File: src/rtl/core/tspwf_pkg.sv
// Shared types and constants of the trapezoid speed profiler.
package tspwf_pkg;

  typedef enum logic [1:0] {
    MODE_STRAIGHT = 2'd0,
    MODE_RIGHT    = 2'd1,
    MODE_LEFT     = 2'd2,
    MODE_NONE     = 2'd3
  } run_mode_e;

  typedef enum logic [2:0] {
    REG_SPEED_CEIL   = 3'd0,
    REG_SPEED_FLOOR  = 3'd1,
    REG_FINISH_SPEED = 3'd2,
    REG_REF_RIGHT    = 3'd3,
    REG_REF_LEFT     = 3'd4,
    REG_THRESH_RIGHT = 3'd5,
    REG_THRESH_LEFT  = 3'd6,
    REG_WALL_GAIN    = 3'd7
  } reg_idx_e;

  localparam logic [15:0] SpeedStep = 16'd983;

  localparam int AngW = 25;

  // floor(m*500/47) == (m*RecipMul) >> RecipShift for every m below 2^MagW
  localparam int MagW       = 21;
  localparam int RecipW     = 31;
  localparam int RecipShift = 27;
  localparam int QuotW      = 24;
  localparam logic [RecipW-1:0] RecipMul = 31'd1427848171;

  // smallest |vr-vl| whose scaled value no longer fits the angular range
  localparam logic [MagW-1:0] SatMag = 21'd1577059;

  typedef struct packed {
    logic            neg;
    logic            sat;
    logic            half;
    logic [MagW-1:0] mag;
  } ang_ctrl_t;

endpackage

File: src/rtl/core/tspwf_ang_scale.sv
// Angular rate scaling: magnitude times 500/47 (or 250/47), sign and saturation.
module tspwf_ang_scale (
  input  tspwf_pkg::ang_ctrl_t              ctrl_i,
  output logic [tspwf_pkg::AngW-1:0]        ang_o
);
  import tspwf_pkg::*;

  logic [MagW+RecipW-1:0] prod;
  logic [QuotW-1:0]       quot;
  logic [QuotW-1:0]       quot_sel;
  logic [AngW-1:0]        mag_ext;

  always_comb begin
    prod     = (MagW+RecipW)'(ctrl_i.mag) * (MagW+RecipW)'(RecipMul);
    quot     = prod[RecipShift +: QuotW];
    // turns use 250/47, i.e. half the straight-run quotient
    quot_sel = ctrl_i.half ? (quot >> 1) : quot;
    mag_ext  = {1'b0, quot_sel};
    if (ctrl_i.sat) begin
      ang_o = ctrl_i.neg ? {1'b1, {(AngW-1){1'b0}}} : {1'b0, {(AngW-1){1'b1}}};
    end else begin
      ang_o = ctrl_i.neg ? (~mag_ext + AngW'(1)) : mag_ext;
    end
  end

endmodule

File: src/rtl/core/trapezoid_speed_profile_wall_follow_core.sv
// Top level of the trapezoid speed profiler with wall-following steering.
//
//  channel  direction  handshake                  payload
//  in       sink       in_valid_i / in_stall_o    kind, target_length, mode, travelled,
//                                                 sensor_right, sensor_left
//  out      source     out_valid_o / out_stall_i  linear_velocity, angular_velocity,
//                                                 finished, travelled_echo
//  cfg      slave      psel/penable/pwrite/pready 8 registers, 4-byte stride
//
// One item per cycle while the output is not stalled. A tick goes from the input register
// through the profile/state stage into the mid register, then through angular scaling into
// the output register. The state loop is the speed update, v^2 multiply and braking compare.
// Commands update state and give no result. Reset clears all state and loads the
// register defaults. A stalled result holds the whole pipeline and stalls the input.
module trapezoid_speed_profile_wall_follow_core (
  input  logic        clk_i,
  input  logic        rst_ni,

  input  logic        in_valid_i,
  output logic        in_stall_o,
  input  logic        kind_i,
  input  logic [23:0] target_length_i,
  input  logic [1:0]  mode_i,
  input  logic [23:0] travelled_i,
  input  logic [11:0] sensor_right_i,
  input  logic [11:0] sensor_left_i,

  output logic        out_valid_o,
  input  logic        out_stall_i,
  output logic [15:0] linear_velocity_o,
  output logic [tspwf_pkg::AngW-1:0] angular_velocity_o,
  output logic        finished_o,
  output logic [23:0] travelled_echo_o,

  input  logic        psel,
  input  logic        penable,
  input  logic        pwrite,
  input  logic [4:0]  paddr,
  input  logic [31:0] pwdata,
  output logic [31:0] prdata,
  output logic        pready
);
  import tspwf_pkg::*;

  // configuration registers
  logic [15:0] speed_ceil_q, speed_floor_q, finish_speed_q;
  logic [11:0] ref_right_q, ref_left_q, thresh_right_q, thresh_left_q;
  logic [9:0]  wall_gain_q;
  logic [31:0] fin_sq_q, min_sq_q;
  logic        cfg_wr;
  reg_idx_e    cfg_idx;

  // profile state
  logic        running_q, running_d;
  run_mode_e   run_mode_q, run_mode_d;
  logic        decel_q, decel_d;
  logic [15:0] speed_q, speed_d;
  logic [23:0] goal_q, goal_d;

  // pipeline
  logic        en;
  logic        in_v_q, mid_v_q, out_v_q;
  logic        in_kind_q;
  logic [23:0] in_tgt_q, in_trav_q;
  logic [1:0]  in_mode_q;
  logic signed [23:0] in_om_q;

  logic [15:0] mid_lin_q, mid_lin_d;
  ang_ctrl_t   mid_ctrl_q, mid_ctrl_d;
  logic        mid_fin_q, mid_fin_d;
  logic [23:0] mid_trav_q;

  logic [15:0]     out_lin_q;
  logic [AngW-1:0] out_ang_q, ang_scaled;
  logic            out_fin_q;
  logic [23:0]     out_trav_q;

  // wall error path, ahead of the input register
  logic signed [12:0] err_r, err_l;
  logic signed [13:0] err_sum;
  logic signed [23:0] om_prod;

  // state stage intermediates
  logic [15:0]        spd_dec, spd_cl, spd_new;
  logic [16:0]        spd_acc, spd_pre;
  logic [31:0]        vsq, vend_sq;
  logic signed [24:0] rem;
  logic signed [26:0] rem27, rem3;
  logic signed [42:0] brake_lhs, brake_rhs;
  logic signed [32:0] rhs33;
  logic               brake, trav_past;
  logic signed [24:0] vr, vl, vr_f, vl_f, min_s;
  logic signed [25:0] vsum, vdiff;
  logic [25:0]        vmag;

  assign pready = 1'b1;
  assign cfg_wr  = psel && penable && pwrite;
  assign cfg_idx = reg_idx_e'(paddr[4:2]);

  always_comb begin
    unique case (cfg_idx)
      REG_SPEED_CEIL:   prdata = {16'h0, speed_ceil_q};
      REG_SPEED_FLOOR:  prdata = {16'h0, speed_floor_q};
      REG_FINISH_SPEED: prdata = {16'h0, finish_speed_q};
      REG_REF_RIGHT:    prdata = {20'h0, ref_right_q};
      REG_REF_LEFT:     prdata = {20'h0, ref_left_q};
      REG_THRESH_RIGHT: prdata = {20'h0, thresh_right_q};
      REG_THRESH_LEFT:  prdata = {20'h0, thresh_left_q};
      REG_WALL_GAIN:    prdata = {22'h0, wall_gain_q};
      default:          prdata = 32'h0;
    endcase
  end

  always_ff @(posedge clk_i or negedge rst_ni) begin
    if (!rst_ni) begin
      speed_ceil_q   <= 16'd22938;
      speed_floor_q  <= 16'd2621;
      finish_speed_q <= 16'd0;
      ref_right_q    <= 12'd1180;
      ref_left_q     <= 12'd570;
      thresh_right_q <= 12'd300;
      thresh_left_q  <= 12'd200;
      wall_gain_q    <= 10'd131;
      fin_sq_q       <= 32'd0;
      min_sq_q       <= 32'd6869641;
    end else begin
      // end-speed squares are kept ready for the braking test
      fin_sq_q <= 32'(finish_speed_q) * 32'(finish_speed_q);
      min_sq_q <= 32'(speed_floor_q) * 32'(speed_floor_q);
      if (cfg_wr) begin
        unique case (cfg_idx)
          REG_SPEED_CEIL:   speed_ceil_q   <= pwdata[15:0];
          REG_SPEED_FLOOR:  speed_floor_q  <= pwdata[15:0];
          REG_FINISH_SPEED: finish_speed_q <= pwdata[15:0];
          REG_REF_RIGHT:    ref_right_q    <= pwdata[11:0];
          REG_REF_LEFT:     ref_left_q     <= pwdata[11:0];
          REG_THRESH_RIGHT: thresh_right_q <= pwdata[11:0];
          REG_THRESH_LEFT:  thresh_left_q  <= pwdata[11:0];
          REG_WALL_GAIN:    wall_gain_q    <= pwdata[9:0];
          default: ;
        endcase
      end
    end
  end

  // the whole pipeline moves unless a valid result in the output register is held up
  assign en         = !(out_v_q && out_stall_i);
  assign in_stall_o = !en;

  always_comb begin
    err_r = (sensor_right_i > thresh_right_q) ?
            ($signed({1'b0, ref_right_q}) - $signed({1'b0, sensor_right_i})) : 13'sd0;
    err_l = (sensor_left_i > thresh_left_q) ?
            ($signed({1'b0, sensor_left_i}) - $signed({1'b0, ref_left_q})) : 13'sd0;
    err_sum = 14'(err_r) + 14'(err_l);
    om_prod = 24'($signed({1'b0, wall_gain_q})) * 24'(err_sum);
  end

  always_ff @(posedge clk_i or negedge rst_ni) begin
    if (!rst_ni) begin
      in_v_q  <= 1'b0;
      mid_v_q <= 1'b0;
      out_v_q <= 1'b0;
    end else if (en) begin
      in_v_q  <= in_valid_i;
      mid_v_q <= in_v_q && !in_kind_q;
      out_v_q <= mid_v_q;
    end
  end

  always_ff @(posedge clk_i) begin
    if (en) begin
      in_kind_q  <= kind_i;
      in_tgt_q   <= target_length_i;
      in_mode_q  <= mode_i;
      in_trav_q  <= travelled_i;
      in_om_q    <= om_prod;
      mid_lin_q  <= mid_lin_d;
      mid_ctrl_q <= mid_ctrl_d;
      mid_fin_q  <= mid_fin_d;
      mid_trav_q <= in_trav_q;
      out_lin_q  <= mid_lin_q;
      out_ang_q  <= ang_scaled;
      out_fin_q  <= mid_fin_q;
      out_trav_q <= mid_trav_q;
    end
  end

  // profile and steering for the item in the input register
  always_comb begin
    running_d  = running_q;
    run_mode_d = run_mode_q;
    decel_d    = decel_q;
    speed_d    = speed_q;
    goal_d     = goal_q;
    mid_lin_d  = 16'd0;
    mid_ctrl_d = '0;
    mid_fin_d  = 1'b0;

    spd_dec = (speed_q > SpeedStep) ? (speed_q - SpeedStep) : 16'd0;
    if (spd_dec < speed_floor_q) spd_dec = speed_floor_q;
    spd_acc = {1'b0, speed_q} + {1'b0, SpeedStep};
    spd_pre = decel_q ? {1'b0, spd_dec} : spd_acc;
    spd_cl  = (spd_pre > {1'b0, speed_ceil_q}) ? speed_ceil_q : spd_pre[15:0];

    vsq     = 32'(spd_cl) * 32'(spd_cl);
    vend_sq = (run_mode_q == MODE_STRAIGHT) ? fin_sq_q : min_sq_q;
    rem     = $signed({1'b0, goal_q}) - $signed({1'b0, in_trav_q});
    rem27   = 27'(rem);
    rem3    = rem27 + (rem27 <<< 1);
    brake_lhs = $signed({rem3, 16'h0});
    rhs33     = $signed({1'b0, vsq}) - $signed({1'b0, vend_sq});
    brake_rhs = 43'(rhs33);
    brake     = brake_lhs < brake_rhs;
    trav_past = in_trav_q > goal_q;

    spd_new = spd_cl;
    if (decel_q && trav_past) spd_new = 16'd0;

    min_s = $signed({9'b0, speed_floor_q});
    vr    = $signed({9'b0, spd_new}) + 25'(in_om_q);
    vl    = $signed({9'b0, spd_new}) - 25'(in_om_q);
    vr_f  = (vr < min_s) ? min_s : vr;
    vl_f  = (vl < min_s) ? min_s : vl;
    vsum  = 26'(vr_f) + 26'(vl_f);
    vdiff = 26'(vr_f) - 26'(vl_f);
    vmag  = vdiff[25] ? 26'(-vdiff) : 26'(vdiff);

    if (in_v_q && en) begin
      if (in_kind_q) begin
        goal_d    = in_tgt_q;
        if (run_mode_e'(in_mode_q) != MODE_NONE) run_mode_d = run_mode_e'(in_mode_q);
        decel_d   = 1'b0;
        running_d = 1'b1;
      end else if (!running_q) begin
        mid_fin_d = 1'b1;
      end else if (run_mode_q == MODE_NONE) begin
        // a run with no mode holds still and never ends by itself
        speed_d = 16'd0;
      end else begin
        speed_d = spd_new;
        if (!decel_q) begin
          if (brake) decel_d = 1'b1;
        end else if (trav_past) begin
          running_d = 1'b0;
        end
        if (run_mode_q == MODE_STRAIGHT) begin
          mid_lin_d       = (vsum[25:17] != 9'd0) ? 16'hFFFF : vsum[16:1];
          mid_ctrl_d.neg  = vdiff[25];
          mid_ctrl_d.sat  = vmag >= 26'(SatMag);
          mid_ctrl_d.half = 1'b0;
          mid_ctrl_d.mag  = vmag[MagW-1:0];
        end else begin
          mid_ctrl_d.neg  = (run_mode_q == MODE_RIGHT);
          mid_ctrl_d.sat  = 1'b0;
          mid_ctrl_d.half = 1'b1;
          mid_ctrl_d.mag  = MagW'(spd_new);
        end
      end
    end
  end

  always_ff @(posedge clk_i or negedge rst_ni) begin
    if (!rst_ni) begin
      running_q  <= 1'b0;
      run_mode_q <= MODE_NONE;
      decel_q    <= 1'b0;
      speed_q    <= 16'd0;
      goal_q     <= 24'd0;
    end else begin
      running_q  <= running_d;
      run_mode_q <= run_mode_d;
      decel_q    <= decel_d;
      speed_q    <= speed_d;
      goal_q     <= goal_d;
    end
  end

  tspwf_ang_scale u_ang_scale (
    .ctrl_i (mid_ctrl_q),
    .ang_o  (ang_scaled)
  );

  assign out_valid_o        = out_v_q;
  assign linear_velocity_o  = out_lin_q;
  assign angular_velocity_o = out_ang_q;
  assign finished_o         = out_fin_q;
  assign travelled_echo_o   = out_trav_q;

endmodule

File: config.mk
export PLATFORM = sky130hd
export DESIGN_NAME = trapezoid_speed_profile_wall_follow_core
export DESIGN_NICKNAME = d
export VERILOG_FILES = /design/src/rtl/core/tspwf_pkg.sv /design/src/rtl/core/tspwf_ang_scale.sv /design/src/rtl/core/trapezoid_speed_profile_wall_follow_core.sv
export SDC_FILE = /design/constraint.sdc
export NUM_CORES = 2
export LEC_CHECK = 0
export CORE_AREA = 2 2 343 413
export DETAILED_ROUTE_END_ITERATION = 6
export DIE_AREA = 0 0 345 415
export DONT_BUFFER_PORTS = 1
export GPL_TIMING_DRIVEN = 1
export SETUP_SLACK_MARGIN = 0.05
export SLEW_MARGIN = 10
export SYNTH_ARGS = -nofsm -noshare
export SYNTH_HDL_FRONTEND = slang
export SYNTH_SLANG_ARGS = --single-unit
export TNS_END_PERCENT = 20
File: constraint.sdc
create_clock -name clk_i -period 16.8 [get_ports clk_i]
set_clock_uncertainty 0.1 [all_clocks]
set_input_delay 2.52 -clock clk_i [delete_from_list [all_inputs] [get_ports clk_i]]
set_output_delay 2.52 -clock clk_i [all_outputs]
set_load 0.03 [all_outputs]
=== Word-level counts from Yosys, hierarchy flattened ===
Cells that the tools add are included.

* Bits of input ports: 119
* Register bits: 423
* Logic and storage cells: 137

* Add/sub/neg operators: 14
* Multipliers: 5
* Eq/ne operators: 11
* Reductions and logical operators: 27
* Bitwise logic cells: 5
* Multiplexer cells: 30
* $lt $le $gt $ge: 10

{| class="wikitable"
|+ Operators with widths
! kind !! count
|-
| 32-bit one-hot mux with 8 select lines || 1
|-
| 25-bit two-way mux || 5
|-
| 16-bit by 16-bit multiplier with 32-bit output || 3
|-
| 16-bit two-way mux || 6
|-
| 21-bit by 31-bit multiplier with 51-bit output (second input constant) || 1
|-
| 25-bit by 17-bit less-than comparator with 1-bit output || 2
|-
| 24-bit two-way mux || 2
|-
| 43-bit by 33-bit less-than comparator with 1-bit output || 1
|-
| 32-bit by 32-bit subtractor with 33-bit output || 1
|-
| 32-bit two-way mux || 1
|-
| 25-bit by 26-bit adder with 27-bit output || 1
|-
| 25-bit by 25-bit adder with 26-bit output || 1
|-
| 26-bit by 21-bit greater-or-equal comparator with 1-bit output (second input constant) || 1
|-
| 13-bit two-way mux || 2
|-
| 26-bit two-way mux || 1
|-
| 26-bit negation || 1
|-
| 12-bit by 12-bit subtractor with 13-bit output || 2
|-
| 25-bit by 25-bit subtractor with 26-bit output || 1
|-
| 17-bit by 24-bit adder with 25-bit output || 1
|-
| 25-bit by 1-bit adder with 25-bit output (second input constant) || 1
|-
| 24-bit inverter with 25-bit output || 1
|-
| 17-bit by 24-bit subtractor with 25-bit output || 1
|-
| 24-bit by 24-bit subtractor with 25-bit output || 1
|-
| 12-bit > comparator || 2
|-
| other kinds (28) || 62
|}

=== Logic depth before layout (Yosys ltp) ===
* Depth after elaboration: 16
* Gate-level depth with buffers: 71
* Depth with buffers taken out: 68

=== By module ===
From an unflattened synthesis, not the netlist that was laid out.

* Cell total of the unflattened synthesis: 7241
* Area, all modules: 68281.7 um^2

{| class="wikitable"
|+ By module, submodules not included
! module !! area each (um^2) !! cells each !! sequential area each (um^2) !! instances
|-
| trapezoid_speed_profile_wall_follow_core || 55313.0 || 5823 || 11624.9 || 1
|-
| tspwf_ang_scale || 12968.7 || 1418 || 0.0 || 1
|}

=== Worst setup path after synthesis ===
No wires, ideal clock.

* Path kind: register -> register
* Start: register speed_q[11]
* End: register decel_q
* Data required time: 16.579 ns
* Cell stages (with the launch flop): 68
* Data arrival time: 14.492 ns
* Buffers on the path: 5
* Path slack: 2.087 ns
* Clock period less this slack: 14.713 ns
* Cell sequence: dfrtp_1 clkbuf_1 or4_1 nor3_1 o31a_1 clkbuf_1 nor2_1 ha_1 a21o_1 a21o_1 a21o_1 a21o_1 a21o_1 a21o_1 a211oi_4 buf_4 mux2i_1 mux2i_1 [32 not listed] o31ai_1 o41ai_1 o21bai_1 a21oi_1 xnor2_1 ha_1 a21o_1 a21oi_1 nor2b_1 o21ai_0 nand2b_1 a21oi_1 nor2b_1 o21ai_0 o211ai_1 a41oi_1 xnor2_1 a22o_1

* Word-level cells in the longest chain between the ends: 15
* Elaborated cells on any way between the ends: 17
* Those cells by class: add/sub (3); mul (1); order compare (4); mux (9)

{| class="wikitable"
|+ RTL lines
! what !! line !! text
|-
| from (decl) || trapezoid_speed_profile_wall_follow_core.sv:57 || <nowiki>logic [15:0] speed_q, speed_d;</nowiki>
|-
| from (signal assigned) || trapezoid_speed_profile_wall_follow_core.sv:274 || <nowiki>speed_q <= speed_d;</nowiki>
|-
| 16-bit by 10-bit subtractor with 16-bit output or 16-bit by 10-bit > comparator with 1-bit output (tied branches) || trapezoid_speed_profile_wall_follow_core.sv:200 || <nowiki>spd_dec = (speed_q > SpeedStep) ? (speed_q - SpeedStep) : 16'd0;</nowiki>
|-
| 16-bit two-way mux || trapezoid_speed_profile_wall_follow_core.sv:200 ||
|-
| 16-bit less-than comparator || trapezoid_speed_profile_wall_follow_core.sv:201 || <nowiki>if (spd_dec < speed_floor_q) spd_dec = speed_floor_q;</nowiki>
|-
| 16-bit two-way mux || trapezoid_speed_profile_wall_follow_core.sv:201 ||
|-
| 17-bit two-way mux (*) || trapezoid_speed_profile_wall_follow_core.sv:203 || <nowiki>spd_pre = decel_q ? {1'b0, spd_dec} : spd_acc;</nowiki>
|-
| 17-bit by 16-bit > comparator with 1-bit output || trapezoid_speed_profile_wall_follow_core.sv:204 || <nowiki>spd_cl = (spd_pre > {1'b0, speed_ceil_q}) ? speed_ceil_q : spd_pre[15:0];</nowiki>
|-
| 16-bit two-way mux (*) || trapezoid_speed_profile_wall_follow_core.sv:204 ||
|-
| 16-bit by 16-bit multiplier with 32-bit output (*) || trapezoid_speed_profile_wall_follow_core.sv:206 || <nowiki>vsq = 32'(spd_cl) * 32'(spd_cl);</nowiki>
|-
| 32-bit by 32-bit subtractor with 33-bit output (*) || trapezoid_speed_profile_wall_follow_core.sv:212 || <nowiki>rhs33 = $signed({1'b0, vsq}) - $signed({1'b0, vend_sq});</nowiki>
|-
| 43-bit by 33-bit less-than comparator with 1-bit output (*) || trapezoid_speed_profile_wall_follow_core.sv:214 || <nowiki>brake = brake_lhs < brake_rhs;</nowiki>
|-
| 1-bit two-way mux (*) || trapezoid_speed_profile_wall_follow_core.sv:243 || <nowiki>if (brake) decel_d = 1'b1;</nowiki>
|-
| 1-bit two-way mux (*) || trapezoid_speed_profile_wall_follow_core.sv:242 || <nowiki>if (!decel_q) begin</nowiki>
|-
| 1-bit two-way mux (*) || trapezoid_speed_profile_wall_follow_core.sv:237 || <nowiki>end else if (run_mode_q == MODE_NONE) begin</nowiki>
|-
| 1-bit two-way mux (*) || trapezoid_speed_profile_wall_follow_core.sv:235 || <nowiki>end else if (!running_q) begin</nowiki>
|-
| 1-bit two-way mux (*) || trapezoid_speed_profile_wall_follow_core.sv:230 || <nowiki>if (in_kind_q) begin</nowiki>
|-
| to (signal assigned) || trapezoid_speed_profile_wall_follow_core.sv:273 || <nowiki>decel_q <= decel_d;</nowiki>
|-
| to (decl) || trapezoid_speed_profile_wall_follow_core.sv:56 || <nowiki>logic decel_q, decel_d;</nowiki>
|}

Mark *: on every way between the ends. The rest lies on a longest branch, timed or not. The select of a mux whose other input is x is not followed.
A chain may end at the register's enable or synchronous reset.

=== Final worst setup path ===
* Start: register speed_q[0]
* End: register mid_ctrl_q[22] (netlist name), data pin

* Word-level cells in the longest chain between the ends: 15
* Elaborated cells on any way between the ends: 20
* Those cells by class: add/sub (6); order compare (6); mux (8)

{| class="wikitable"
|+ RTL lines
! what !! line !! text
|-
| 16-bit by 10-bit subtractor with 16-bit output or 16-bit by 10-bit > comparator with 1-bit output (tied branches) || trapezoid_speed_profile_wall_follow_core.sv:200 ||
|-
| 16-bit two-way mux || trapezoid_speed_profile_wall_follow_core.sv:200 ||
|-
| 16-bit less-than comparator || trapezoid_speed_profile_wall_follow_core.sv:201 ||
|-
| 16-bit two-way mux || trapezoid_speed_profile_wall_follow_core.sv:201 ||
|-
| 17-bit two-way mux (*) || trapezoid_speed_profile_wall_follow_core.sv:203 ||
|-
| 17-bit by 16-bit > comparator with 1-bit output || trapezoid_speed_profile_wall_follow_core.sv:204 ||
|-
| 16-bit two-way mux (*) || trapezoid_speed_profile_wall_follow_core.sv:204 ||
|-
| 16-bit two-way mux (*) || trapezoid_speed_profile_wall_follow_core.sv:218 || <nowiki>if (decel_q && trav_past) spd_new = 16'd0;</nowiki>
|-
| 17-bit by 24-bit adder with 25-bit output or 17-bit by 24-bit subtractor with 25-bit output (tied branches) || trapezoid_speed_profile_wall_follow_core.sv:221, trapezoid_speed_profile_wall_follow_core.sv:222 ||
|-
| 25-bit by 17-bit less-than comparator with 1-bit output, on equally long branches || trapezoid_speed_profile_wall_follow_core.sv:223, trapezoid_speed_profile_wall_follow_core.sv:224 ||
|-
| 25-bit two-way mux, on equally long branches || trapezoid_speed_profile_wall_follow_core.sv:223, trapezoid_speed_profile_wall_follow_core.sv:224 ||
|-
| 25-bit by 25-bit subtractor with 26-bit output (*) || trapezoid_speed_profile_wall_follow_core.sv:226 || <nowiki>vdiff = 26'(vr_f) - 26'(vl_f);</nowiki>
|-
| 26-bit negation || trapezoid_speed_profile_wall_follow_core.sv:227 || <nowiki>vmag = vdiff[25] ? 26'(-vdiff) : 26'(vdiff);</nowiki>
|-
| 26-bit two-way mux (*) || trapezoid_speed_profile_wall_follow_core.sv:227 ||
|-
| 26-bit by 21-bit greater-or-equal comparator with 1-bit output (*) || trapezoid_speed_profile_wall_follow_core.sv:250 || <nowiki>mid_ctrl_d.sat = vmag >= 26'(SatMag);</nowiki>
|-
| to (signal assigned) || trapezoid_speed_profile_wall_follow_core.sv:179 || <nowiki>mid_ctrl_q <= mid_ctrl_d;</nowiki>
|-
| to (decl) || trapezoid_speed_profile_wall_follow_core.sv:69 || <nowiki>ang_ctrl_t mid_ctrl_q, mid_ctrl_d;</nowiki>
|}

Mark *: on every way between the ends. The rest lies on a longest branch, timed or not.

==> reports/metrics.cfg <==
[finish]
syn2layout_area_growth_pct = 5.83
fin_cells = 8953
final_nets = 9013
fillers = 12876
layout_common_cells = 1402 x inv_1, 935 x fa_1, 871 x ha_1
final_common_cell = inv_1
layout-drive-gt1-share_pct = 6.38

[floorplan]
die_area_um2 = 143000
initial_core_util_pct = 48.8
die_h_um = 415
die_w_um = 345
core_um2 = 139000
rows = 150
ioPinCount = 220

[sta]
max_slew.worst_pin.slew_ns = 1.17
tns_ns = 0
relSlewSlack_pct = 21.6
fin_crit_ns = 15.67
rsz0062_at_grt = false
slew_violations = 0
setup_violations = 0
finalHoldViolCount = 0
period_share_pct = 93.3
fmax_mhz = 63.8

[clock_tree]
clkTransAtPathRegs_ns = 0.06
cts_buffer_depth = 3
root_buffer = clkbuf_16
numCtsBuffers = 49
h-tree-depth = 2
cts_tree = yes
clk_latency_ns = 0.69
clock_sinks = 421

[worst_setup_path]
start_kind = flip-flop
cpMaxStageDelayCell = or4_1
startpoint = speed_q[0]
reg2reg_setup_slack_ns = 1.13
path_class = reg2reg
critPathMaxFanout = 18
critical-path-max-stage-delay_ns = 0.62
worst_ep_required_time_ns = 17.11
cp_num_buf_inv = 5
cp-end-kind = flip-flop
worstReg2RegStart = speed_q[0]
arrival_ns = 15.98
critPathTopFamily = compound AO/OA/AOI/OAI gates

[place]
port_buffers = 0
dp_cells = 8860
globalplace.congestion = 0.938
hpwl_um = 149000

[job]
cap_violations = 0

[drt]
post_drt_wl_per_cell_um = 20.4
route.vias.total = 49107
first_pass_iters = 7
drc = 0
drtAntennaViolNets = 0
via_per_inst = 5.48
drtIter0Drc = 2444
routed_wl_um = 183000

[global_route]
grt_max_degree = 216
grt_overflow = 0
grt_pass1_wl_um = 288000
gr-usage-all-layers_pct = 25.7
grt_pass1_vias = 51314
antenna_found_initial = 1

[synth]
yosys_register_bits = 421
async_flop_share_pct = 51.1
seq_area_frac_synth_pct = 17.1
ys_types = 93
synth.avg_cell_area_um2 = 9.49
synth_edf_count = 206
synthesis.instances = 7146
ys.flop_type = edfxtp_1
yosys_warnings = 0
netlist_area_um2 = 67800

[hold_path]
hold_path.class = reg2reg
worstHoldStart = mid_trav_q[21]

[status]
status = completed

## worst paths after layout
path | endpoint | cells after the start
worst max-delay path | mid_ctrl_q[22] | 62
worst min-delay path | travelled_echo_o[21] | 0
worst max register to register | mid_ctrl_q[22] | 62
worst min register to register | travelled_echo_o[21] | 0
max in group asynchronous | out_valid_o | 0
min in group asynchronous | thresh_left_q[4] | 0
## registers in the layout, indices dropped and copies added, names as in the netlist, 10 cells and up
name / flops
angular_velocity_o: 25
fin_sq_q: 31
finish_speed_q: 16
goal_q: 24
in_om_q: 24
in_tgt_q: 24
in_trav_q: 24
linear_velocity_o: 16
mid_ctrl_q: 24
mid_lin_q: 16
mid_trav_q: 24
min_sq_q: 31
ref_left_q: 12
ref_right_q: 12
speed_ceil_q: 16
speed_floor_q: 16
speed_q: 16
thresh_left_q: 12
thresh_right_q: 12
travelled_echo_o: 24
wall_gain_q: 10
## cell type report
type	count	area [um^2]	share of cell area [%]
flip-flops and latches	421	11600	16.2
clock buffers	61	1310	1.83
well taps	1824	2280	3.18
diodes	1	2.50	0.00349
multi-input cells	5099	50100	69.8
clock inverters	31	385	0.537
repair buffers	100	751	1.05
inverters	1416	5320	7.41
## per-stage QoR
stage               setup slack [ns]  hold WS (ns)  utilization, %  cell area (um^2)
finish                          1.13         0.310            51.7             71800
global route                  0.0335         0.309            51.7             71800
CTS                            0.873         0.310            51.7             71700
detailed placement             0.912         0.305            50.4             70000
global placement               0.992         0.300            50.4             70000
floorplan                       2.09         0.278               -             67900
## metal layers
| layer | global-route usage (%) | vias up | wire length, um |
|---|---|---|---|
| met5 | 0 | - | 0 |
| met4 | 11.0 | 0 | 8910 |
| met3 | 2.54 | 314 | 6730 |
| met2 | 45.4 | 1053 | 90600 |
| met1 | 32.1 | 24540 | 76500 |
| li1 | - | 23200 | - |
## timing repair
action,CTS,global route
endpoints found under the setup margin,0,10
hold buffers,0,0
buffers inserted,0,0
gates resized for setup,0,8
## cell usage after synthesis, drive strengths merged, types with 38 or more instances
| library cell | count | area share, % |
|---|---|---|
| dfrtp | 168 | 6.2 |
| and2 | 132 | 1.2 |
| clkbuf | 187 | 1.0 |
| or2 | 39 | 0.36 |
| ha | 872 | 16 |
| xor2 | 118 | 1.5 |
| o21bai | 39 | 0.43 |
| nor2b | 58 | 0.54 |
| o21a | 43 | 0.48 |
| or3 | 47 | 0.43 |
| nor3 | 110 | 0.81 |
| nand4 | 48 | 0.45 |
| a21o | 135 | 1.5 |
| xnor2 | 214 | 2.8 |
| fa | 935 | 28 |
| mux2 | 133 | 2.2 |
| a21oi | 314 | 2.3 |
| buf | 38 | 0.33 |
| mux2i | 68 | 1.0 |
| edfxtp | 206 | 9.1 |
| nand3 | 67 | 0.49 |
| o21ai | 220 | 1.6 |
| a31oi | 45 | 0.42 |
| dfstp | 47 | 1.8 |
| nand2 | 454 | 2.5 |
| inv | 1409 | 7.8 |
| nand2b | 56 | 0.52 |
| a211oi | 51 | 0.60 |
| nor2 | 498 | 2.8 |
## worst register-to-register path: cells and delay by family, from the launching register on
family	cells	cell delay, ns
xor+xnor	3	0.82
compound gates	34	7.50
flops	1	0.47
mux	2	0.75
buf+inv	5	1.04
simple gates	10	2.13
fa+ha+maj	8	2.58
## logic make-up (layout without fill, tap and decap cells)
| logic type | count (synthesis) | after routing | synth area share [%] |
|---|---|---|---|
| AOI/OAI and AO/OA | 1113 | 1113 | 10.8 |
| xor gates and xnor gates | 332 | 332 | 4.29 |
| buffers and inverters | 1641 | 1608 | 9.21 |
| other | 2 | 18 | 0.0111 |
| adders and majority gates | 1807 | 1807 | 43.7 |
| and+or+nand+nor | 1616 | 1616 | 11.3 |
| DFF | 421 | 421 | 17.1 |
| muxes | 214 | 214 | 3.64 |
Power is left out: the tool's default activity adds up to more than one toggle a clock period on the data nets, which glitch-free logic cannot reach.
